`src/hdl/pet_pkg.sv`:
```
`timescale 1ns / 1ps

package pet_pkg;

   localparam int SAMPLE_BITS_DEFAULT = 12;
   localparam int LEVEL_COUNT         = 5;
   localparam int TABLE_SIZE          = 5;

   // sensitivity register
   localparam int          SENS_BITS  = 3;
   localparam logic [2:0]  SENS_RESET = 3'd2;

   // highest table index that the sensitivity setting may reach
   localparam int IDX_LIMIT_RAW = (LEVEL_COUNT > TABLE_SIZE) ? TABLE_SIZE : LEVEL_COUNT;
   localparam int IDX_LIMIT     = (IDX_LIMIT_RAW < 1) ? 1 : IDX_LIMIT_RAW;
   localparam logic [2:0] IDX_MAX = 3'(IDX_LIMIT - 1);

   // divisor and remainder of the serial divider
   localparam int WIN_BITS = 5;
   localparam int REM_BITS = 4;
   // growth of the weighted sum over the sample width (window up to 16)
   localparam int SUM_GROWTH = 4;

   localparam int THR_BITS      = 8;
   localparam int STRONG_MARGIN = 30;

   typedef logic [1:0] code_type;

   localparam code_type EVT_NONE   = 2'd0;
   localparam code_type EVT_WEAK   = 2'd1;
   localparam code_type EVT_STRONG = 2'd2;

   localparam code_type LVL_NONE = 2'd0;
   localparam code_type LVL_LOW  = 2'd1;
   localparam code_type LVL_HIGH = 2'd2;

   function automatic logic [2:0] sat_index(input logic [SENS_BITS-1:0] sens);
      logic [2:0] idx;
      idx = sens;
      if (idx > IDX_MAX) begin
         idx = IDX_MAX;
      end
      return idx;
   endfunction

   function automatic logic [WIN_BITS-1:0] window_of(input logic [2:0] idx);
      logic [WIN_BITS-1:0] w;
      case (idx)
         3'd0:    w = 5'd16;
         3'd1:    w = 5'd12;
         3'd2:    w = 5'd8;
         3'd3:    w = 5'd4;
         default: w = 5'd2;
      endcase
      return w;
   endfunction

   function automatic logic [THR_BITS-1:0] thresh_of(input logic [2:0] idx);
      logic [THR_BITS-1:0] t;
      case (idx)
         3'd0:    t = 8'd200;
         3'd1:    t = 8'd150;
         3'd2:    t = 8'd100;
         3'd3:    t = 8'd50;
         default: t = 8'd25;
      endcase
      return t;
   endfunction

endpackage

```
`src/hdl/pet_div.sv`:
```
`timescale 1ns / 1ps

// restoring divider, one quotient bit per cycle, msb first
module pet_div import pet_pkg::*; #(
   parameter int NUM_BITS = SAMPLE_BITS_DEFAULT + SUM_GROWTH
) (
   input  logic                clock,
   input  logic                reset,
   input  logic                start,
   input  logic [NUM_BITS-1:0] numer,
   input  logic [WIN_BITS-1:0] denom,
   output logic                done,
   output logic [NUM_BITS-1:0] quot
);

   localparam int CNT_BITS = $clog2(NUM_BITS + 1);

   logic [NUM_BITS-1:0] num_ff, num_in;
   logic [REM_BITS-1:0] rem_ff, rem_in;
   logic [WIN_BITS-1:0] den_ff;
   logic [CNT_BITS-1:0] cnt_ff, cnt_in;
   logic                busy_ff, busy_in;
   logic [WIN_BITS-1:0] trial;
   logic [WIN_BITS-1:0] diff;
   logic                qbit;

   always_comb begin
      trial = {rem_ff, num_ff[NUM_BITS-1]};
      diff  = trial - den_ff;
      qbit  = (trial >= den_ff);
      num_in  = num_ff;
      rem_in  = rem_ff;
      cnt_in  = cnt_ff;
      busy_in = busy_ff;
      if (busy_ff) begin
         num_in = {num_ff[NUM_BITS-2:0], qbit};
         rem_in = qbit ? diff[REM_BITS-1:0] : trial[REM_BITS-1:0];
         cnt_in = cnt_ff - CNT_BITS'(1);
         if (cnt_ff == CNT_BITS'(1)) begin
            busy_in = 1'b0;
         end
      end
   end

   always_ff @(posedge clock) begin
      if (reset) begin
         busy_ff <= 1'b0;
         cnt_ff  <= '0;
      end else if (start) begin
         busy_ff <= 1'b1;
         cnt_ff  <= CNT_BITS'(NUM_BITS);
      end else begin
         busy_ff <= busy_in;
         cnt_ff  <= cnt_in;
      end
   end

   always_ff @(posedge clock) begin
      if (start) begin
         num_ff <= numer;
         rem_ff <= '0;
         den_ff <= denom;
      end else begin
         num_ff <= num_in;
         rem_ff <= rem_in;
      end
   end

   assign done = busy_ff && (cnt_ff == CNT_BITS'(1));
   assign quot = num_ff;

endmodule

```
`src/hdl/piezo_envelope_trigger.sv`:
```
`timescale 1ns / 1ps

// Piezo envelope trigger. Each sample beat updates an exponential envelope,
// env = (env*(N-1) + sample) / N truncated, with window N and threshold T picked
// by the sensitivity register (N 16,12,8,4,2 and T 200,150,100,50,25; values
// above the last entry saturate). One result beat per sample carries the new
// envelope and an event code: strong when the envelope reaches T+30 and the
// trigger level is not yet high, weak when it reaches T from level none; the
// level falls back to none once the envelope drops below T/2. A sample is taken
// only in idle; it then passes through the bit-serial divider, which produces one
// quotient bit per cycle over the SAMPLE_BITS+4 bit weighted sum, then through a
// commit state and back to idle before the next sample is taken.
// The result sits in an output register, so a new sample is taken while the
// previous result waits; the commit stalls only if that register is still full.
// Write csr_wdata only while no sample is in flight.
module piezo_envelope_trigger import pet_pkg::*; #(
   parameter int SAMPLE_BITS = SAMPLE_BITS_DEFAULT
) (
   input  logic                                 clock,
   input  logic                                 reset,
   // sample beats
   input  logic                                 req_tvalid,
   output logic                                 req_tready,
   input  logic [((SAMPLE_BITS+7)/8)*8-1:0]     req_tdata,   // sample
   // result beats
   output logic                                 rsp_tvalid,
   input  logic                                 rsp_tready,
   output logic [((SAMPLE_BITS+9)/8)*8-1:0]     rsp_tdata,   // event_code, envelope_value
   // sensitivity register
   input  logic                                 csr_wen,
   input  logic [SENS_BITS-1:0]                 csr_wdata
);

   localparam int SUM_BITS = SAMPLE_BITS + SUM_GROWTH;

   // control states
   localparam logic [1:0] ST_IDLE = 2'd0;
   localparam logic [1:0] ST_DIV  = 2'd1;
   localparam logic [1:0] ST_POST = 2'd2;

   logic [1:0]             state_ff, state_in;
   logic [SENS_BITS-1:0]   sens_ff;
   logic [SAMPLE_BITS-1:0] env_ff;
   code_type               level_ff, level_in;
   logic                   rsp_valid_ff;
   code_type               rsp_code_ff, code_in;
   logic [SAMPLE_BITS-1:0] rsp_env_ff;

   logic [2:0]             idx;
   logic [WIN_BITS-1:0]    win;
   logic [THR_BITS-1:0]    thr;
   logic [SAMPLE_BITS-1:0] strong_lim, weak_lim, release_lim;
   logic [SUM_BITS-1:0]    wsum;
   logic                   accept;
   logic                   commit;
   logic                   div_done;
   logic [SUM_BITS-1:0]    div_quot;
   logic [SAMPLE_BITS-1:0] env_new;

   // table lookup, saturating index
   assign idx = sat_index(sens_ff);
   assign win = window_of(idx);
   assign thr = thresh_of(idx);

   assign strong_lim  = SAMPLE_BITS'(thr) + SAMPLE_BITS'(STRONG_MARGIN);
   assign weak_lim    = SAMPLE_BITS'(thr);
   assign release_lim = SAMPLE_BITS'(thr >> 1);

   // weighted sum env*(N-1) + sample, fits SAMPLE_BITS+4 bits since N <= 16
   assign wsum = SUM_BITS'(env_ff) * SUM_BITS'(win - WIN_BITS'(1))
               + SUM_BITS'(req_tdata[SAMPLE_BITS-1:0]);

   assign req_tready = (state_ff == ST_IDLE);
   assign accept     = req_tvalid && req_tready;
   // commit once the output register is free or being drained
   assign commit     = (state_ff == ST_POST) && (!rsp_valid_ff || rsp_tready);

   pet_div #(
      .NUM_BITS (SUM_BITS)
   ) u_div (
      .clock (clock),
      .reset (reset),
      .start (accept),
      .numer (wsum),
      .denom (win),
      .done  (div_done),
      .quot  (div_quot)
   );

   // quotient of a weighted average never exceeds the sample range
   assign env_new = div_quot[SAMPLE_BITS-1:0];

   // hysteretic trigger decision
   always_comb begin
      code_in  = EVT_NONE;
      level_in = level_ff;
      if (env_new >= strong_lim) begin
         if (level_ff != LVL_HIGH) begin
            code_in  = EVT_STRONG;
            level_in = LVL_HIGH;
         end
      end else if (env_new >= weak_lim) begin
         if (level_ff == LVL_NONE) begin
            code_in  = EVT_WEAK;
            level_in = LVL_LOW;
         end
      end else if (env_new < release_lim) begin
         level_in = LVL_NONE;
      end
   end

   always_comb begin
      state_in = state_ff;
      case (state_ff)
         ST_IDLE: begin
            if (accept) begin
               state_in = ST_DIV;
            end
         end
         ST_DIV: begin
            if (div_done) begin
               state_in = ST_POST;
            end
         end
         ST_POST: begin
            if (commit) begin
               state_in = ST_IDLE;
            end
         end
         default: state_in = ST_IDLE;
      endcase
   end

   always_ff @(posedge clock) begin
      if (reset) begin
         state_ff     <= ST_IDLE;
         sens_ff      <= SENS_RESET;
         env_ff       <= '0;
         level_ff     <= LVL_NONE;
         rsp_valid_ff <= 1'b0;
      end else begin
         state_ff <= state_in;
         if (csr_wen) begin
            sens_ff <= csr_wdata;
         end
         if (commit) begin
            env_ff       <= env_new;
            level_ff     <= level_in;
            rsp_valid_ff <= 1'b1;
         end else if (rsp_tready) begin
            rsp_valid_ff <= 1'b0;
         end
      end
   end

   // result payload
   always_ff @(posedge clock) begin
      if (commit) begin
         rsp_code_ff <= code_in;
         rsp_env_ff  <= env_new;
      end
   end

   assign rsp_tvalid = rsp_valid_ff;

   always_comb begin
      rsp_tdata                  = '0;
      rsp_tdata[1:0]             = rsp_code_ff;
      rsp_tdata[2 +: SAMPLE_BITS] = rsp_env_ff;
   end

endmodule

```
`config.mk`:
```
export PLATFORM = sky130hd
export DESIGN_NAME = piezo_envelope_trigger
export DESIGN_NICKNAME = d
export VERILOG_FILES = /design/src/hdl/pet_pkg.sv /design/src/hdl/pet_div.sv /design/src/hdl/piezo_envelope_trigger.sv
export SDC_FILE = /design/constraint.sdc
export NUM_CORES = 1
export LEC_CHECK = 0
export ABC_AREA = 1
export BUFFER_PORTS_ARGS = -buffer_cell sky130_fd_sc_hd__buf_2
export CAP_MARGIN = 20
export CORE_MARGIN = 1.5
export CORE_UTILIZATION = 62
export DETAILED_ROUTE_END_ITERATION = 7
export GPL_ROUTABILITY_DRIVEN = 0
export PLACE_DENSITY = 0.84
export SYNTH_ARGS = -nofsm -noshare
export SYNTH_HDL_FRONTEND = slang
export SYNTH_SLANG_ARGS = --single-unit
```
`constraint.sdc`:
```
create_clock -name clock -period 6 [get_ports clock]
set_input_delay 0.6 -clock clock [delete_from_list [all_inputs] [get_ports clock]]
set_output_delay 0.6 -clock clock [all_outputs]
set_load 0.03 [all_outputs]
```
==> out/qor.yml <==
outcome:
  outcome: "finished clean"
sta:
  grt_setup_unrepaired: "false"
  finalHoldViolations: 0
  setup_violations: 0
  worst_slew_pin_slew_ns: 0.908
  fin_crit_sh: 0.823
  fin_crit_ns: 4.94
  max_freq_mhz: 202
  fin_worst_skew_ns: 0.0132
  slew_violations: 0
  slew_headroom: 0.393
  hold_slack_ns: 0.484
  tns_ns: 0
floorplan:
  rows: 34
  core_area_sq_um: 8720
  die-area_sq_um: 9580
  start_util: 0.640
  die_h_microns: 97.9
  io_pins: 42
  die_x_microns: 97.9
layout:
  multi_input_comb_area_sq_um: 3430
  utilization: 0.703
  antenna_cells: 0
  fill_cells: 696
  final_layout_size_suffix_gt1_frac: 0.0931
  instances_no_fill: 828
  ff_latch_area_sq_um: 1620
  layout.nets: 856
  area_growth_pct: 9.93
routing:
  totalWireLength_microns: 11800
  wl_met3_microns: 546
  wl_met1_microns: 4910
  ant_nets: 0
  drt-initial-drc-count: 279
  highest_layer: "met4"
  avgViaCountPerCell: 5.27
  drt_pass1_iterations: 5
  avgRoutedWirePerCell_microns: 14.2
  wl_met2_microns: 5970
  drc: 0
  num_vias: 4361
clock_network:
  cts.clk_slew.worst_paths_ns: 0.07
  clk_latency_ns: 0.35
  post_cts_buffers: 0
  h-tree-depth: 3
  holdBufCountCts: 0
  cts_tree: "done"
  clockRootBuffer: "clkbuf_8"
  cts.sinks: 64
  cts_resized: 0
  cts_buffers: 9
  clk_path_buf_depth: 2
synth:
  yosysWarnings: 0
  ys_seq_elements: 64
  seq_area_frac_synth: 0.291
  syn_inst: 657
  synth_cell_type_count: 38
  yosys_most_used_dff: "edfxtp_1"
  synth_area_leader_cell: "fa_1"
  synth-edff-count: 34
  synth.area.top_cells: "fa_1 19%, edfxtp_1 18%, ha_1 15%, dfxtp_1 11%, inv_1 9.7%"
  synthesis.area_sq_um: 5580
  syn_area_per_cell_sq_um: 8.49
  synth.top_cell.area_share: 0.187
  ys_async_sr_fraction: 0
worst_hold_path:
  hp-class: "in2reg"
  min_from: "csr_wdata[1]"
worst_setup_path:
  crit_fanout: 11
  ff2ff_setup_slack_ns: 1.06
  start_kind: "register"
  slowest_stage: "dfxtp_1"
  crit_chain: "inv_2, nand2_1, nor2_1, fa_1, inv_1, fa_1, fa_1, fa_1, inv_1, ha_1, nand3_1, nand3_1, inv_1, nor2_1, nor2_1, o21ai_2, nand2_1, nand3_1, nand3_1, nand2_1"
  crit_path_max_incr_delay_ns: 0.71
  crit_start: "sens_ff[2]$_SDFFE_PP0P_"
  cp.arrival_ns: 5.03
  crit_required_ns: 6.09
  setup.worst_path.class: "reg2reg"
  endpoint_kind: "register"
  reg2reg_from: "sens_ff[2]$_SDFFE_PP0P_"
power:
  p_leak_uw: 0.00301
  p_per_area_nw_per_um2: 319
  peakVddDrop_uv: 148
global_routing:
  grt.total_usage: 0.270
  antenna_found_initial: 0
  grt_pass1_wl_microns: 20800
  grt_pass1_vias: 4704
  grt_overflow: 0
  grt_max_degree: 28
run:
  drv_cap: 0
placed_design:
  io_buffers: 35
  placed_cells: 812
  detailed_place_hpwl_microns: 9240
==> cell type report <==
class | instances | share of cell area
clock inverter | 1 | 0.00102
timing repair buffer | 37 | 0.0310
tap | 108 | 0.0220
multi-input combinational | 457 | 0.560
clock buffer | 15 | 0.0322
inverter | 146 | 0.0896
sequential | 64 | 0.264
==> through the flow <==
stage / total power (uW) / setup slack [ns] / cell area, sq um
after floorplan: 1360 / 1.64 / 5670
after global placement: 1530 / 1.19 / 5930
after detailed placement: 1570 / 1.11 / 5930
after CTS: 1950 / 1.08 / 6130
after global routing: 2140 / 0.751 / 6130
final: 1960 / 1.06 / 6130
==> critical path, delay by kind of cell, from the launching register on <==
kind                       cells  cell delay [ns]
AOI/OAI and AO/OA              1             0.11
adders and majority gates      5             2.40
DFF                            1             0.71
and+or+nand+nor               10             1.03
buffers and inverters          4             0.44
==> where the power goes <==
group	switching (uW)	internal [uW]
registers	77.4	559
logic	577	371
clock network	163	210
total	817	1140
==> metal layers <==
metal  global-route usage  up-vias
met5                    0        -
met4                0.108        0
met3               0.0351       28
met2                0.479      130
met1                0.334     2070
li1                     -     2133
==> flip-flops by register name, indices dropped and copies added (netlist names) <==
name	flops
rsp_env_ff	12
u_div.cnt_ff	5
rsp_tvalid	1
u_div.busy_ff	1
u_div.den_ff	4
state_ff	2
env_ff	12
u_div.quot	16
rsp_code_ff	2
level_ff	2
sens_ff	3
u_div.rem_ff	4
==> Yosys cell counts (2+ instances only) <==
library cell    n
ha_1           65
fa_1           52
a31oi_1         2
nor2_2          2
buf_4           3
nor2_1         56
xnor2_1         8
xor2_1          3
conb_1          2
a21oi_1        38
edfxtp_1       34
o21ai_1         4
clkbuf_1        9
inv_1         144
a21oi_2         3
nor3_1          5
nand3_1        21
dfxtp_1        30
a21o_1          3
or2_2           3
nand2_1       120
o21ai_0        32
nand4_1         3
==> cells in the final DEF (no fill, tap or decap), types with 4 or more instances in the layout <==
cell type  synthesis  layout
conb_1             2      25
nor2_1            56      56
fa_1              52      52
dfxtp_1           30      30
nand2_1          120     120
clkbuf_8           0      12
buf_2              1      35
xnor2_1            8       8
o21ai_1            4       4
o21ai_0           32      32
nand3_1           21      21
a21oi_1           38      38
nor3_1             5       5
ha_1              65      65
inv_1            144     144
edfxtp_1          34      34
==> kinds of logic (layout without fill, tap and decap cells) <==
group | after synthesis | in the layout | synth area share
XOR/XNOR | 11 | 11 | 0.0173
flip-flops | 64 | 64 | 0.291
other | 2 | 25 | 0.00135
adder cells (fa/ha/maj) | 117 | 117 | 0.332
AND/OR/NAND/NOR | 217 | 217 | 0.165
buffers and inverters | 159 | 199 | 0.109
AO/OA/AOI/OAI | 87 | 87 | 0.0841
==> path summary, 6_finish.rpt <==
path / end / cells past startpoint
worst min-delay path: sens_ff[1]$_SDFFE_PP1P_ / 3
worst max register to register: u_div.quot[14]$_DFFE_PP_ / 20
worst min register to register: level_ff[0]$_SDFFE_PP0P_ / 2
worst max-delay path: u_div.quot[14]$_DFFE_PP_ / 20
Note: power is estimated with default switching activity, not from simulation.
